`config.mk`:
```
export PLATFORM = sky130hd
export DESIGN_NAME = tuning_frame_receiver_flat
export DESIGN_NICKNAME = d
export VERILOG_FILES = /design/src/rtl/tfr_pkg.sv /design/src/rtl/tfr_rx_if.sv /design/src/rtl/tfr_res_if.sv /design/src/rtl/tfr_store.sv /design/src/rtl/tfr_parser.sv /design/src/rtl/tfr_emitter.sv /design/src/rtl/tuning_frame_receiver.sv /design/src/flat_wrapper.sv
export SDC_FILE = /design/constraint.sdc
export NUM_CORES = 1
export LEC_CHECK = 0
export ABC_AREA = 1
export BUFFER_PORTS_ARGS = -buffer_cell sky130_fd_sc_hd__buf_2
export CAP_MARGIN = 40
export CORE_ASPECT_RATIO = 1.75
export CORE_MARGIN = 3
export CORE_UTILIZATION = 30
export CTS_BUF_LIST = sky130_fd_sc_hd__clkbuf_8
export CTS_CLUSTER_DIAMETER = 200
export CTS_CLUSTER_SIZE = 25
export DETAILED_ROUTE_END_ITERATION = 16
export PLACE_DENSITY_LB_ADDON = 0.1
export SYNTH_ARGS = -nofsm -noshare
export SYNTH_HDL_FRONTEND = slang
export SYNTH_SLANG_ARGS = --single-unit
export TNS_END_PERCENT = 30
```
`constraint.sdc`:
```
create_clock -name clk_i -period 4.2 [get_ports clk_i]
set_input_delay 0.42 -clock clk_i [delete_from_list [all_inputs] [get_ports clk_i]]
set_output_delay 0.42 -clock clk_i [all_outputs]
set_load 0.1 [all_outputs]
```
`src/rtl/tfr_pkg.sv`:
```
package tfr_pkg;

  // Frame bytes
  localparam logic [7:0] SYNC_FIRST  = 8'hAA;
  localparam logic [7:0] SYNC_SECOND = 8'hAF;
  localparam logic [7:0] FUNC_LIMIT  = 8'hF1;
  localparam logic [7:0] LEN_LIMIT   = 8'd50;

  // Function codes
  localparam logic [7:0] FN_RATE     = 8'h10;
  localparam logic [7:0] FN_ANGLE    = 8'h11;
  localparam logic [7:0] FN_HEIGHT   = 8'h12;
  localparam logic [7:0] FN_ACK_LAST = 8'h15;

  // Acknowledge frame
  localparam logic [7:0] ACK_TAG      = 8'hEF;
  localparam logic [7:0] ACK_LEN      = 8'h02;
  localparam logic [7:0] ACK_SUM_BASE =
    8'(SYNC_FIRST + SYNC_FIRST + ACK_TAG + ACK_LEN);
  localparam logic [2:0] ACK_LAST_POS = 3'd6;

  // Gain slot bases
  localparam logic [4:0] BASE_RATE   = 5'd0;
  localparam logic [4:0] BASE_ANGLE  = 5'd9;
  localparam logic [4:0] BASE_HEIGHT = 5'd18;
  localparam logic [3:0] CNT_FULL    = 4'd9;
  localparam logic [3:0] CNT_HEIGHT  = 4'd6;

  localparam int PAYLOAD_DEPTH_DEF = 64;
  localparam int CNT_W             = 6;  // payload byte counter
  localparam int RD_W              = 5;  // gain bytes live in slots 0..17

  localparam logic OUT_ACK  = 1'b0;
  localparam logic OUT_GAIN = 1'b1;

  typedef enum logic [2:0] {
    PH_IDLE    = 3'd0,
    PH_GOT_AA  = 3'd1,
    PH_GOT_AF  = 3'd2,
    PH_GOT_FN  = 3'd3,
    PH_PAYLOAD = 3'd4,
    PH_TRAIL   = 3'd5
  } parse_phase_e;

  typedef enum logic [2:0] {
    EM_IDLE,
    EM_RD_HI,
    EM_RD_LO,
    EM_PUSH_GAIN,
    EM_ACK
  } emit_state_e;

  typedef struct packed {
    logic             en;
    logic [CNT_W-1:0] idx;
    logic [7:0]       data;
  } tfr_wr_t;

  typedef struct packed {
    logic            en;
    logic [RD_W-1:0] addr;
  } tfr_rd_t;

  typedef struct packed {
    logic       valid;
    logic [7:0] func;
    logic [7:0] sum;
  } tfr_start_t;

  function automatic logic [3:0] gain_count(input logic [7:0] func);
    logic [3:0] n;
    n = 4'd0;
    if (func == FN_RATE || func == FN_ANGLE) n = CNT_FULL;
    else if (func == FN_HEIGHT)              n = CNT_HEIGHT;
    return n;
  endfunction

  function automatic logic [4:0] gain_base(input logic [7:0] func);
    logic [4:0] b;
    b = BASE_RATE;
    if (func == FN_ANGLE)       b = BASE_ANGLE;
    else if (func == FN_HEIGHT) b = BASE_HEIGHT;
    return b;
  endfunction

endpackage

```
`src/rtl/tfr_rx_if.sv`:
```
interface tfr_rx_if;
  logic       valid;
  logic       ready;
  logic [7:0] rx_byte;

  modport source (output valid, output rx_byte, input ready);
  modport sink   (input valid, input rx_byte, output ready);
endinterface

```
`src/rtl/tfr_res_if.sv`:
```
interface tfr_res_if;
  logic        valid;
  logic        ready;
  logic        out_kind;
  logic [7:0]  tx_byte;
  logic [4:0]  gain_index;
  logic [15:0] gain_value;
  logic        last_of_run;

  modport source (output valid, output out_kind, output tx_byte, output gain_index,
                  output gain_value, output last_of_run, input ready);
  modport sink   (input valid, input out_kind, input tx_byte, input gain_index,
                  input gain_value, input last_of_run, output ready);
endinterface

```
`src/rtl/tfr_store.sv`:
```
module tfr_store #(
  parameter int PAYLOAD_DEPTH = tfr_pkg::PAYLOAD_DEPTH_DEF
) (
  input  logic            clk_i,
  input  logic            rst_ni,
  input  tfr_pkg::tfr_wr_t wr_i,
  input  tfr_pkg::tfr_rd_t rd_i,
  output logic [7:0]      rd_data_o
);

  localparam int AW = $clog2(PAYLOAD_DEPTH);

  logic [7:0]               mem [PAYLOAD_DEPTH];
  logic [PAYLOAD_DEPTH-1:0] vld_q;
  logic [7:0]               rd_data_q;
  logic                     rd_vld_q;
  logic                     wr_ok;
  logic [AW-1:0]            wr_addr;
  logic [AW-1:0]            rd_addr;

  // writes past the end of the store are dropped
  assign wr_ok   = wr_i.en && (32'(wr_i.idx) < PAYLOAD_DEPTH);
  assign wr_addr = AW'(wr_i.idx);
  assign rd_addr = AW'(rd_i.addr);

  always_ff @(posedge clk_i) begin
    if (wr_ok) begin
      mem[wr_addr] <= wr_i.data;
    end
  end

  // per-entry written flags; an unwritten entry reads as zero
  always_ff @(posedge clk_i or negedge rst_ni) begin
    if (!rst_ni) begin
      vld_q <= '0;
    end else if (wr_ok) begin
      vld_q[wr_addr] <= 1'b1;
    end
  end

  // registered read, held between reads
  always_ff @(posedge clk_i) begin
    if (rd_i.en) begin
      rd_data_q <= mem[rd_addr];
    end
  end

  always_ff @(posedge clk_i or negedge rst_ni) begin
    if (!rst_ni) begin
      rd_vld_q <= 1'b0;
    end else if (rd_i.en) begin
      rd_vld_q <= vld_q[rd_addr];
    end
  end

  assign rd_data_o = rd_vld_q ? rd_data_q : 8'd0;

endmodule

```
`src/rtl/tfr_parser.sv`:
```
module tfr_parser (
  input  logic               clk_i,
  input  logic               rst_ni,
  tfr_rx_if.sink             rx_i,
  input  logic               busy_i,
  output tfr_pkg::tfr_wr_t   wr_o,
  output tfr_pkg::tfr_start_t start_o
);

  tfr_pkg::parse_phase_e    phase_q, phase_d;
  logic [7:0]               func_q, func_d;
  logic [tfr_pkg::CNT_W-1:0] remain_q, remain_d;
  logic [tfr_pkg::CNT_W-1:0] count_q, count_d;
  logic [7:0]               sum_q, sum_d;
  logic                     accept;
  logic [7:0]               b;

  assign rx_i.ready = !busy_i;
  assign accept     = rx_i.valid && rx_i.ready;
  assign b          = rx_i.rx_byte;

  always_ff @(posedge clk_i or negedge rst_ni) begin
    if (!rst_ni) begin
      phase_q  <= tfr_pkg::PH_IDLE;
      func_q   <= '0;
      remain_q <= '0;
      count_q  <= '0;
      sum_q    <= '0;
    end else begin
      phase_q  <= phase_d;
      func_q   <= func_d;
      remain_q <= remain_d;
      count_q  <= count_d;
      sum_q    <= sum_d;
    end
  end

  // frame sequencing; any byte that does not fit drops back to idle
  always_comb begin
    phase_d  = phase_q;
    func_d   = func_q;
    remain_d = remain_q;
    count_d  = count_q;
    sum_d    = sum_q;
    wr_o     = '0;
    start_o  = '0;
    if (accept) begin
      phase_d = tfr_pkg::PH_IDLE;
      unique case (phase_q)
        tfr_pkg::PH_IDLE: begin
          if (b == tfr_pkg::SYNC_FIRST) begin
            phase_d = tfr_pkg::PH_GOT_AA;
            sum_d   = b;
          end
        end
        tfr_pkg::PH_GOT_AA: begin
          if (b == tfr_pkg::SYNC_SECOND) begin
            phase_d = tfr_pkg::PH_GOT_AF;
            sum_d   = sum_q + b;
          end
        end
        tfr_pkg::PH_GOT_AF: begin
          if (b < tfr_pkg::FUNC_LIMIT) begin
            phase_d = tfr_pkg::PH_GOT_FN;
            func_d  = b;
            sum_d   = sum_q + b;
          end
        end
        tfr_pkg::PH_GOT_FN: begin
          if (b < tfr_pkg::LEN_LIMIT) begin
            phase_d  = tfr_pkg::PH_PAYLOAD;
            remain_d = b[tfr_pkg::CNT_W-1:0];
            count_d  = '0;
            sum_d    = sum_q + b;
          end
        end
        tfr_pkg::PH_PAYLOAD: begin
          if (remain_q != '0) begin
            remain_d  = remain_q - 1'b1;
            count_d   = count_q + 1'b1;
            sum_d     = sum_q + b;
            wr_o.en   = 1'b1;
            wr_o.idx  = count_q;
            wr_o.data = b;
            phase_d   = (remain_q == tfr_pkg::CNT_W'(1)) ? tfr_pkg::PH_TRAIL
                                                         : tfr_pkg::PH_PAYLOAD;
          end
        end
        tfr_pkg::PH_TRAIL: begin
          // trailing byte is stored too but never checked
          wr_o.en       = 1'b1;
          wr_o.idx      = count_q;
          wr_o.data     = b;
          start_o.valid = (func_q >= tfr_pkg::FN_RATE) && (func_q <= tfr_pkg::FN_ACK_LAST);
          start_o.func  = func_q;
          start_o.sum   = sum_q;
        end
        default: begin
          phase_d = tfr_pkg::PH_IDLE;
        end
      endcase
    end
  end

endmodule

```
`src/rtl/tfr_emitter.sv`:
```
module tfr_emitter (
  input  logic                clk_i,
  input  logic                rst_ni,
  input  tfr_pkg::tfr_start_t start_i,
  output logic                busy_o,
  output tfr_pkg::tfr_rd_t    rd_o,
  input  logic [7:0]          rd_data_i,
  tfr_res_if.source           res_o
);

  tfr_pkg::emit_state_e state_q, state_d;
  logic [7:0]  func_q, func_d;
  logic [7:0]  sum_q, sum_d;
  logic [3:0]  cnt_q, cnt_d;
  logic [3:0]  idx_q, idx_d;
  logic [4:0]  base_q, base_d;
  logic [2:0]  pos_q, pos_d;
  logic [7:0]  hi_q, hi_d;

  logic        out_vld_q, out_vld_d;
  logic        kind_q, kind_d;
  logic [7:0]  tx_q, tx_d;
  logic [4:0]  gidx_q, gidx_d;
  logic [15:0] gval_q, gval_d;
  logic        last_q, last_d;

  logic        slot_free;
  logic        load;
  logic [7:0]  ack_byte;

  assign slot_free = !out_vld_q || res_o.ready;
  assign busy_o    = (state_q != tfr_pkg::EM_IDLE);

  // acknowledge byte at the current position
  always_comb begin
    unique case (pos_q)
      3'd0, 3'd1: ack_byte = tfr_pkg::SYNC_FIRST;
      3'd2:       ack_byte = tfr_pkg::ACK_TAG;
      3'd3:       ack_byte = tfr_pkg::ACK_LEN;
      3'd4:       ack_byte = func_q;
      3'd5:       ack_byte = sum_q;
      3'd6:       ack_byte = 8'(tfr_pkg::ACK_SUM_BASE + func_q + sum_q);
      default:    ack_byte = 8'd0;
    endcase
  end

  always_ff @(posedge clk_i or negedge rst_ni) begin
    if (!rst_ni) begin
      state_q   <= tfr_pkg::EM_IDLE;
      out_vld_q <= 1'b0;
    end else begin
      state_q   <= state_d;
      out_vld_q <= out_vld_d;
    end
  end

  always_ff @(posedge clk_i) begin
    func_q <= func_d;
    sum_q  <= sum_d;
    cnt_q  <= cnt_d;
    idx_q  <= idx_d;
    base_q <= base_d;
    pos_q  <= pos_d;
    hi_q   <= hi_d;
    kind_q <= kind_d;
    tx_q   <= tx_d;
    gidx_q <= gidx_d;
    gval_q <= gval_d;
    last_q <= last_d;
  end

  // gain reads (high byte, low byte, push) then the acknowledge bytes
  always_comb begin
    state_d = state_q;
    func_d  = func_q;
    sum_d   = sum_q;
    cnt_d   = cnt_q;
    idx_d   = idx_q;
    base_d  = base_q;
    pos_d   = pos_q;
    hi_d    = hi_q;
    kind_d  = kind_q;
    tx_d    = tx_q;
    gidx_d  = gidx_q;
    gval_d  = gval_q;
    last_d  = last_q;
    rd_o    = '0;
    load    = 1'b0;
    unique case (state_q)
      tfr_pkg::EM_IDLE: begin
        if (start_i.valid) begin
          func_d  = start_i.func;
          sum_d   = start_i.sum;
          cnt_d   = tfr_pkg::gain_count(start_i.func);
          base_d  = tfr_pkg::gain_base(start_i.func);
          idx_d   = '0;
          pos_d   = '0;
          state_d = (tfr_pkg::gain_count(start_i.func) != '0) ? tfr_pkg::EM_RD_HI
                                                              : tfr_pkg::EM_ACK;
        end
      end
      tfr_pkg::EM_RD_HI: begin
        rd_o.en   = 1'b1;
        rd_o.addr = {idx_q, 1'b0};
        state_d   = tfr_pkg::EM_RD_LO;
      end
      tfr_pkg::EM_RD_LO: begin
        rd_o.en   = 1'b1;
        rd_o.addr = {idx_q, 1'b1};
        hi_d      = rd_data_i;
        state_d   = tfr_pkg::EM_PUSH_GAIN;
      end
      tfr_pkg::EM_PUSH_GAIN: begin
        if (slot_free) begin
          load   = 1'b1;
          kind_d = tfr_pkg::OUT_GAIN;
          tx_d   = 8'd0;
          gidx_d = base_q + 5'(idx_q);
          gval_d = {hi_q, rd_data_i};
          last_d = 1'b0;
          idx_d  = idx_q + 1'b1;
          state_d = (idx_q + 1'b1 == cnt_q) ? tfr_pkg::EM_ACK : tfr_pkg::EM_RD_HI;
        end
      end
      tfr_pkg::EM_ACK: begin
        if (slot_free) begin
          load   = 1'b1;
          kind_d = tfr_pkg::OUT_ACK;
          tx_d   = ack_byte;
          gidx_d = 5'd0;
          gval_d = 16'd0;
          last_d = (pos_q == tfr_pkg::ACK_LAST_POS);
          pos_d  = pos_q + 1'b1;
          if (pos_q == tfr_pkg::ACK_LAST_POS) begin
            state_d = tfr_pkg::EM_IDLE;
          end
        end
      end
      default: begin
        state_d = tfr_pkg::EM_IDLE;
      end
    endcase
    out_vld_d = load ? 1'b1 : (res_o.ready ? 1'b0 : out_vld_q);
  end

  assign res_o.valid       = out_vld_q;
  assign res_o.out_kind    = kind_q;
  assign res_o.tx_byte     = tx_q;
  assign res_o.gain_index  = gidx_q;
  assign res_o.gain_value  = gval_q;
  assign res_o.last_of_run = last_q;

  // a new frame only starts while the emitter is free
  a_start_idle: assert property (@(posedge clk_i) disable iff (!rst_ni)
    start_i.valid |-> state_q == tfr_pkg::EM_IDLE)
    else $error("frame start while emitter busy");

  // the final acknowledge byte closes the run
  a_last_idle: assert property (@(posedge clk_i) disable iff (!rst_ni)
    (load && last_d) |=> state_q == tfr_pkg::EM_IDLE)
    else $error("emitter still running after last result");

  // gain writes stay inside the slot map
  a_gain_range: assert property (@(posedge clk_i) disable iff (!rst_ni)
    (out_vld_q && kind_q == tfr_pkg::OUT_GAIN) |-> (gidx_q <= 5'd23 && !last_q))
    else $error("gain write out of range or marked last");

endmodule

```
`src/rtl/tuning_frame_receiver.sv`:
```
// Tuning frame receiver: parses AA AF <function> <length> <payload> <trailer> frames from a
// byte stream and keeps a running 8-bit sum (trailer not compared). A trailing byte on
// functions 0x10/0x11/0x12 produces 9/9/6 gain writes (big-endian payload pairs, slots 0-8,
// 9-17, 18-23); functions 0x10-0x15 then produce a 7-byte acknowledge AA AA EF 02 fn sum chk,
// the last result flagged by last_of_run. Ordinary bytes are taken one per cycle. After a
// result-producing trailer the input is held off while results are generated: each gain
// takes two reads through the single payload memory read port and then the push, each
// acknowledge byte one push, and any output stall lengthens the hold-off. The next
// byte can be taken as soon as the last result sits in the output register. The payload
// memory comes out of reset reading zero through per-entry written flags; no clearing pass.
module tuning_frame_receiver #(
  parameter int PAYLOAD_DEPTH = tfr_pkg::PAYLOAD_DEPTH_DEF
) (
  input  logic      clk_i,
  input  logic      rst_ni,
  tfr_rx_if.sink    rx_i,
  tfr_res_if.source res_o
);

  tfr_pkg::tfr_wr_t    wr;
  tfr_pkg::tfr_rd_t    rd;
  tfr_pkg::tfr_start_t start;
  logic                busy;
  logic [7:0]          rd_data;

  tfr_parser u_parser (
    .clk_i   (clk_i),
    .rst_ni  (rst_ni),
    .rx_i    (rx_i),
    .busy_i  (busy),
    .wr_o    (wr),
    .start_o (start)
  );

  tfr_store #(
    .PAYLOAD_DEPTH (PAYLOAD_DEPTH)
  ) u_store (
    .clk_i     (clk_i),
    .rst_ni    (rst_ni),
    .wr_i      (wr),
    .rd_i      (rd),
    .rd_data_o (rd_data)
  );

  tfr_emitter u_emitter (
    .clk_i     (clk_i),
    .rst_ni    (rst_ni),
    .start_i   (start),
    .busy_o    (busy),
    .rd_o      (rd),
    .rd_data_i (rd_data),
    .res_o     (res_o)
  );

endmodule
```
`src/flat_wrapper.sv`:
```
// flat-port wrapper written by rule: the top's interface ports become plain ports
module tuning_frame_receiver_flat 
#(
  parameter int PAYLOAD_DEPTH = tfr_pkg::PAYLOAD_DEPTH_DEF
)
  (clk_i, rst_ni, rx_i_valid, rx_i_rx_byte, rx_i_ready, res_o_valid, res_o_out_kind, res_o_tx_byte, res_o_gain_index, res_o_gain_value, res_o_last_of_run, res_o_ready);
  tfr_rx_if rx_i_i ();
  tfr_res_if res_o_i ();
  input  logic clk_i;
  input  logic rst_ni;
  input wire logic [$bits(rx_i_i.valid)-1:0] rx_i_valid;
  input wire logic [$bits(rx_i_i.rx_byte)-1:0] rx_i_rx_byte;
  output wire logic [$bits(rx_i_i.ready)-1:0] rx_i_ready;
  output wire logic [$bits(res_o_i.valid)-1:0] res_o_valid;
  output wire logic [$bits(res_o_i.out_kind)-1:0] res_o_out_kind;
  output wire logic [$bits(res_o_i.tx_byte)-1:0] res_o_tx_byte;
  output wire logic [$bits(res_o_i.gain_index)-1:0] res_o_gain_index;
  output wire logic [$bits(res_o_i.gain_value)-1:0] res_o_gain_value;
  output wire logic [$bits(res_o_i.last_of_run)-1:0] res_o_last_of_run;
  input wire logic [$bits(res_o_i.ready)-1:0] res_o_ready;
  assign rx_i_i.valid = rx_i_valid;
  assign rx_i_i.rx_byte = rx_i_rx_byte;
  assign rx_i_ready = rx_i_i.ready;
  assign res_o_valid = res_o_i.valid;
  assign res_o_out_kind = res_o_i.out_kind;
  assign res_o_tx_byte = res_o_i.tx_byte;
  assign res_o_gain_index = res_o_i.gain_index;
  assign res_o_gain_value = res_o_i.gain_value;
  assign res_o_last_of_run = res_o_i.last_of_run;
  assign res_o_i.ready = res_o_ready;
  tuning_frame_receiver #(.PAYLOAD_DEPTH(PAYLOAD_DEPTH)) u_core (.clk_i(clk_i), .rst_ni(rst_ni), .rx_i(rx_i_i), .res_o(res_o_i));
endmodule
```
==> results of run 1 <==
## where the power goes
| group | total (mW) | switching (mW) | internal, mW |
|---|---|---|---|
| Combinational | 2.60 | 2.04 | 0.565 |
| Clock | 1.65 | 1.20 | 0.452 |
| Sequential | 4.93 | 0.242 | 4.69 |
| Total | 9.19 | 3.48 | 5.71 |
## per-layer routing
metal,global-route usage,vias to the layer above,part of all wire
li1,-,5748,-
met1,0.182,5723,0.39
met2,0.307,191,0.55
met3,0.0129,60,0.028
met4,0.0523,0,0.031
met5,0,-,0
## worst min path at each step
stage                                               startpoint                                  endpoint  slack (ns)  cells after the start
after floorplan                                         rst_ni  u_core.u_emitter.res_o.valid$_DFFE_PN0P_        0.12                      0
after global placement    u_core.u_store.vld_q[10]$_DFFE_PN0P_      u_core.u_store.vld_q[10]$_DFFE_PN0P_        0.44                      2
after detailed placement  u_core.u_store.vld_q[11]$_DFFE_PN0P_      u_core.u_store.vld_q[11]$_DFFE_PN0P_        0.45                      2
after CTS                                      rx_i_rx_byte[0]   u_core.u_parser.remain_q[0]$_DFFE_PN0P_       0.009                      3
after global routing                           rx_i_rx_byte[0]   u_core.u_parser.remain_q[0]$_DFFE_PN0P_        0.04                      3
final                                          rx_i_rx_byte[0]   u_core.u_parser.remain_q[0]$_DFFE_PN0P_        0.04                      3
## final cells by class
class / instances / area (sq um) / area share
diodes: 1 / 2.50 / 0.000130
well taps: 767 / 960 / 0.0498
clock buffers: 20 / 275 / 0.0143
inverters: 130 / 489 / 0.0254
flip-flops and latches: 398 / 11600 / 0.603
multi-input cells: 1067 / 5260 / 0.273
repair buffers: 86 / 606 / 0.0314
clock inverters: 14 / 56.3 / 0.00292
## worst max-delay path: stages, from the launching register on
cell	delay, ns
sky130_fd_sc_hd__dfrtp_1	0.49
sky130_fd_sc_hd__clkinv_2	0.19
sky130_fd_sc_hd__nand2_4	0.11
sky130_fd_sc_hd__nor3_4	0.35
sky130_fd_sc_hd__nand2_2	0.35
sky130_fd_sc_hd__nand2_2	0.25
sky130_fd_sc_hd__inv_2	0.19
sky130_fd_sc_hd__nor2_2	0.16
sky130_fd_sc_hd__nand3_2	0.19
sky130_fd_sc_hd__nor2_1	0.66
## logic make-up after synthesis
family	share of synthesized area
AOI/OAI and AO/OA	0.0357
buffers and inverters	0.0429
and+or+nand+nor	0.228
xor gates and xnor gates	0.00598
DFF	0.661
adders and majority gates	0.0262
## placed cells by master, fill, tap and decap left out, types with 9 or more instances in the layout
cell type / netlist / final
sky130_fd_sc_hd__inv_1: 121 / 134
sky130_fd_sc_hd__o21ai_0: 64 / 64
sky130_fd_sc_hd__nand2_1: 428 / 426
sky130_fd_sc_hd__nor2_2: 9 / 17
sky130_fd_sc_hd__buf_4: 0 / 38
sky130_fd_sc_hd__nand3_1: 300 / 299
sky130_fd_sc_hd__clkbuf_8: 0 / 20
sky130_fd_sc_hd__edfxtp_1: 330 / 330
sky130_fd_sc_hd__a21oi_1: 25 / 24
sky130_fd_sc_hd__or2_1: 16 / 16
sky130_fd_sc_hd__dfrtp_1: 68 / 68
sky130_fd_sc_hd__nor3_1: 10 / 10
sky130_fd_sc_hd__ha_1: 32 / 32
sky130_fd_sc_hd__nand4_1: 12 / 12
sky130_fd_sc_hd__xor2_1: 9 / 9
sky130_fd_sc_hd__buf_2: 11 / 43
sky130_fd_sc_hd__nor2_1: 106 / 97
## timing repair
item | 4_1_cts | 5_1_grt
endpoints found under the hold margin | 53 | 0
buffers inserted | 0 | 0
hold buffers | 1 | 0
==> out/results.txt, run 1 <==
The run finished with clean final reports. Register name with the most flops: u_core.u_store.mem. The first global-routing pass estimated 74.8 mm of wire. The post-route clock period utilization came out at 0.799. 45 I/O pins were placed. The power per cell area works out to 477 nW/um^2. The congestion estimate from routability-driven global placement came to 0.811.

The biggest fanout along the worst timing path works out to 17. The placed instances occupy a cell area of 18900 sq um. The root buffer cell chosen for the clock tree is sky130_fd_sc_hd__clkbuf_8. The count of TritonRoute iterations in the first routing pass was 5. Counting instances in the post-synthesis netlist gives the leading cell types as sky130_fd_sc_hd__nand2_1, sky130_fd_sc_hd__edfxtp_1, sky130_fd_sc_hd__nand3_1, sky130_fd_sc_hd__inv_1, sky130_fd_sc_hd__nor2_1.

For this block, the routed nets add up to 49.3 mm of wire. The number of nets still failing antenna checks after routing came out at 0. For the max-slew violation count, the log shows 0. The share of final-layout standard cells stronger than drive strength 1 was 0.0904. The total number of nets in the final design was 1749.

The worst hold path belongs to the class input pin to flip-flop. The run gives 12095 as the via count of the first global-routing pass. Synthesis produced a netlist with a net count of 1707.

The share of the core filled with cells came out at 0.334. The worst setup path is captured at a flip-flop. The register bit total from synthesis is 398, and the netlist area before placement is 17600 sq um.

The minimum clock period after layout is 3.35 ns, and the level count of the clock H-tree is 1. CTS saw 398 sinks. The logs give 9.19 mW for the total chip power and 0 for the number of failing hold endpoints at the final stage. The die is 189 um wide. Area enclosed by the die boundary: 61600 sq um. Excluding fillers, the count of instances in the completed layout stands at 2483. For this run, design rule violations remaining after detail routing come to 0.

The run gives 49 as the distinct cell type count after synthesis. The worst setup path is of the flip-flop to flip-flop kind. The data required time of the worst path came out at 4.46 ns. Startpoint of the most critical setup path: u_core.u_emitter.state_q[0]$_DFFE_PN0P_. The number of enable flip-flop cells after synthesis came out at 330. Setup repair after global routing left no endpoint under its margin. The share of synthesized area occupied by flip-flops and latches was 0.661; the mean post-synth cell area was 10.6 sq um. For the setup TNS, the log shows 0 ns. Aggregate global-route resource usage: 0.159.

The worst-case IR drop observed on VDD is 0.410 mV. Setup slack on the worst reg-to-reg path comes out at 0.85 ns. The async set-or-reset flop fraction in the synthesized netlist came out at 0.171.

For this block, the via count after detailed routing is 11722. The top-area cell type share of the netlist area came out at 0.564. The clock-pin slew on the worst setup and hold paths is 0.16 ns. TritonCTS built the clock tree. Row generation in the floorplan step produced 116 rows. At the placement stage, the worst setup path has a slack of 0.840 ns. The transition time of the tightest slew-check pin is 0.843 ns.

Number of cells after detailed placement: 2447. The number of input and output port buffers inserted works out to 44. The detailed-route wire length per cell came out at 19.9 um. For the count of endpoints failing setup in the final report, the log shows 0. In this run the vertical extent of the chip is 326 um.

The tools report the maximum clock rate as 298 MHz. The timing endpoint of the critical path is u_core.u_store.mem[24][5]$_DFFE_PP_. The biggest area contributor in the post-synthesis netlist is sky130_fd_sc_hd__edfxtp_1. For the area of the placeable core, the log shows 57600 sq um.

Data arrival at the endpoint of the critical path: 3.61 ns. For the count of max-cap constraint violations, the log shows 0. Final hold analysis gives a worst-case slack of 0.0421 ns.

After detailed routing, the number of vias per cell comes to 4.72. The finished cells cover 19300 sq um. For this block, the initial DRC count from the detailed router was 705.

The area growth from synthesis to layout is 9.65%. The logs give 0 for the total overflow reported by the global router and 0.305 for the initial cell density of the core. Initial antenna violation count: 1. The run gives 0.846 ns as the smallest setup slack after layout. The most used flip-flop cell after synthesis is sky130_fd_sc_hd__edfxtp_1. Entering global routing, the biggest net connects 147 pins. For the worst-skew pair, the clock arrives at the later sink with an insertion delay of 0.64 ns. In the synthesized netlist, the number of instances is 1660. The HPWL reported at the end of detailed placement was 33.3 mm; the largest clock skew in the final design was 0.0350 ns.

After clock tree synthesis, the repair step resized 0 gates. The fill cell instance count of the final layout was 5879; the flip-flop count of the largest register, all copies and words added was 256. Measured in cells, the most critical reg-to-reg path has a length of 9. The analysis attributes to cell leakage a power of 7.48 nW.

The critical path launch point type was a flip-flop. The number of CTS-inserted buffers came out at 19. sky130_fd_sc_hd__nand2_1 is the most common cell in the netlist. In this run the critical register-to-register path is captured at u_core.u_store.mem[24][5]$_DFFE_PP_. The tools report the maximum number of buffers from clock root to sink as 3. The startpoint identified for the worst register-to-register timing path is u_core.u_emitter.state_q[0]$_DFFE_PN0P_. The headroom to the max-slew limit was 0.438. Sorting the synthesized cells by area gives the leading types as sky130_fd_sc_hd__edfxtp_1, sky130_fd_sc_hd__dfrtp_1, sky130_fd_sc_hd__nand2_1. The Yosys warning count came out at 0.
(Power assumes the default switching activity.)
==> run 2: changes to the inputs <==
==> constraint.sdc (replaced) <==
create_clock -name clk_i -period 2.9 [get_ports clk_i]
set_input_delay 0.29 -clock clk_i [delete_from_list [all_inputs] [get_ports clk_i]]
set_output_delay 0.29 -clock clk_i [all_outputs]
set_load 0.1 [all_outputs]
==> out/results.txt, run 2 (synthesized netlist as in run 1, its figures left out) <==
STA classifies the critical path startpoint as a flip-flop. Number of DRC markers in iteration 0: 698. The tools report the final weighted congestion in routability-driven placement as 0.804. The pin count of the biggest net entering global routing came out at 85.

For the sequential standard cell area, the log shows 11600 sq um. The area growth from synthesis to layout is 11.5%. The startpoint-to-endpoint class of the critical path is flip-flop to flip-flop. Setup repair after global routing left no endpoint under its margin. In this run the remaining antenna-violating nets after routing total 0.

For this design the static power due to leakage is 7.67 nW. For this run, the slowest stage of the critical path takes 0.49 ns. Traced cell by cell, the critical path runs through clkinv_2 > nand2_4 > nor3_4 > nand3_2 > nand2_2 > inv_2 > nor2_2 > nand3_2 > nor2_1 > buf_4.

The detailed-route via count is 11752. The data required time of the worst path came out at 3.23 ns. For the final routed database, the setup TNS stands at 0 ns. Share of final-layout standard cells stronger than drive strength 1: 0.108. In this run the power density over the cells is 679 nW/um^2. For the via count of the first global-routing pass, the log shows 12160. The run gives 1785 as the total number of nets in the final design. The run gives 1 as the initial antenna violation count.

In the layout the commonest cells are sky130_fd_sc_hd__nand2_1, sky130_fd_sc_hd__edfxtp_1, sky130_fd_sc_hd__nand3_1. IR analysis of the VDD net gives a maximum drop of 0.584 mV. The count of TritonRoute iterations in the first routing pass is 5.

The path class of the tightest hold or removal check is input pin to flip-flop. In the routed design, unresolved DRC markers number 0. The number of failing hold endpoints at the final stage is 0, and the fill cell instance count of the final layout is 5850. Wire length of the first global-routing pass: 75.4 mm. No sink is reached through more buffers than the 3 on the longest clock path. Total area of multi-input combinational cells: 5270 sq um. The post-route clock period utilization was 0.913. The total overflow left after global routing is 0. TritonCTS built the clock tree. For the total wirelength of the detailed-routed design, the log shows 49.6 mm. Clock tree synthesis found a total of 398 sinks. In the routed layout, each cell is associated on average with a via count of 4.67. The root cell of the clock tree is sky130_fd_sc_hd__clkbuf_8. The library cell used most frequently in the layout, excluding fill and tap cells, is sky130_fd_sc_hd__nand2_1. For the initial cell density of the core, the log shows 0.305.

The critical path contains buffers and inverters numbering 3 combined. Measured along the x axis, the die boundary spans 189 um. Counting flops per register, the top entry is u_core.u_store.mem. Clock skew on the completed layout was measured at 0.0540 ns.

Max-cap violations in this run came to 0. The aggregate global-route resource usage is 0.160, and the transition time of the tightest slew-check pin is 0.660 ns. The level count of the clock H-tree came out at 1. Clock latency on the worst-skew pair, taken at its later pin, is 0.64 ns. The chip height was 326 um; the count of endpoints failing setup in the final report was 0. The run finished with clean final reports. Subtracting the final worst setup slack from the clock period gives 2.65 ns. For the HPWL reported at the end of detailed placement, the log shows 33.3 mm. Dividing the detail-routed wire length by the instance count gives 19.7 um.

Static timing analysis puts the maximum clock frequency at 378 MHz. The initialized floorplan defines 116 standard-cell rows. The kind of cell with the highest combined delay on the critical path was simple AND/OR/NAND/NOR gates. In the post-route analysis, the smallest setup slack over all paths is 0.253 ns. Number of input and output port buffers inserted: 44.

The area of the placeable core was 57600 sq um. For this design, the slowest cell found on the critical path is sky130_fd_sc_hd__dfrtp_1. The area enclosed by the die boundary was 61600 sq um. The clock-pin slew on the worst setup and hold paths was 0.17 ns; the number of CTS-inserted buffers was 19. The biggest fanout along the worst timing path is 10. The register with the most flip-flops in the layout has 256 of them. The logs give 0.560 for the headroom to the max-slew limit and 2.98 ns for the data arrival at the endpoint of the critical path. The run gives 0.214 ns as the post-placement setup slack. For the max-slew violation count, the log shows 0. The total I/O pin count is 45. The type of element capturing the critical path was a flip-flop. The most numerous cell type found on the critical path is sky130_fd_sc_hd__nand3_2.
run 2: what timing repair did:
| action | 4_1_cts | 5_1_grt |
|---|---|---|
| setup buffers | 0 | 0 |
| hold buffers | 5 | 0 |
| setup endpoints to repair | 0 | 8 |
| endpoints found under the hold margin | 45 | 0 |
| resized for setup | 0 | 1 |
run 2: worst min-delay path, cell delays in order:
cell and delay, ns:
sky130_fd_sc_hd__buf_2 0.13, sky130_fd_sc_hd__o21ai_0 0.15, sky130_fd_sc_hd__o21ai_0 0.08
run 2: path summary, 6_finish.rpt:
path | from | endpoint | slack (ns) | depth (start not counted)
max in group asynchronous | rst_ni | u_core.u_emitter.res_o.valid$_DFFE_PN0P_ | 1.94 | 3
hold reg to reg | u_core.u_store.vld_q[20]$_DFFE_PN0P_ | u_core.u_store.vld_q[20]$_DFFE_PN0P_ | 0.48 | 2
hold / removal | rx_i_rx_byte[1] | u_core.u_parser.sum_q[1]$_DFFE_PN0P_ | 0.06 | 3
setup / recovery | u_core.u_emitter.state_q[0]$_DFFE_PN0P_ | u_core.u_store.mem[29][7]$_DFFE_PP_ | 0.25 | 10
min in group asynchronous | rst_ni | u_core.u_parser.func_q[3]$_DFFE_PN0P_ | 0.21 | 2
setup reg to reg | u_core.u_emitter.state_q[0]$_DFFE_PN0P_ | u_core.u_store.mem[29][7]$_DFFE_PP_ | 0.25 | 10
run 2: cell type report:
cell class,count,area share
clock buffers,20,0.0141
multi-input cells,1067,0.269
clock inverters,13,0.00268
repair buffers,122,0.0476
flip-flops and latches,398,0.593
inverters,130,0.0250
diodes,1,0.000128
well taps,767,0.0490
run 2: layer usage:
layer,global-route usage,vias to the layer above,wire length [um]
li1,-,5817,-
met5,0,-,0
met2,0.308,177,26900
met1,0.183,5694,19700
met4,0.0570,0,1770
met3,0.0136,64,1250
run 2: per-stage QoR:
step / hold slack, ns / area [sq um] / instances / utilization / total power [mW]
CTS: 0.0167 / 19600 / 2517 / 0.340 / 13.5
global route: 0.0935 / 19600 / 2518 / 0.340 / 14.0
global placement: 0.338 / 19200 / 2479 / 0.333 / 11.1
detailed placement: 0.351 / 19200 / 2479 / 0.333 / 11.1
floorplan: -0.00559 / 17600 / 1660 / - / 10.1
finish: 0.0569 / 19600 / 2518 / 0.340 / 13.3
run 2: power breakdown:
part / total, mW / switching [mW] / internal [mW]
combinational: 3.76 / 2.94 / 0.826
sequential: 7.14 / 0.353 / 6.79
clock: 2.40 / 1.74 / 0.654
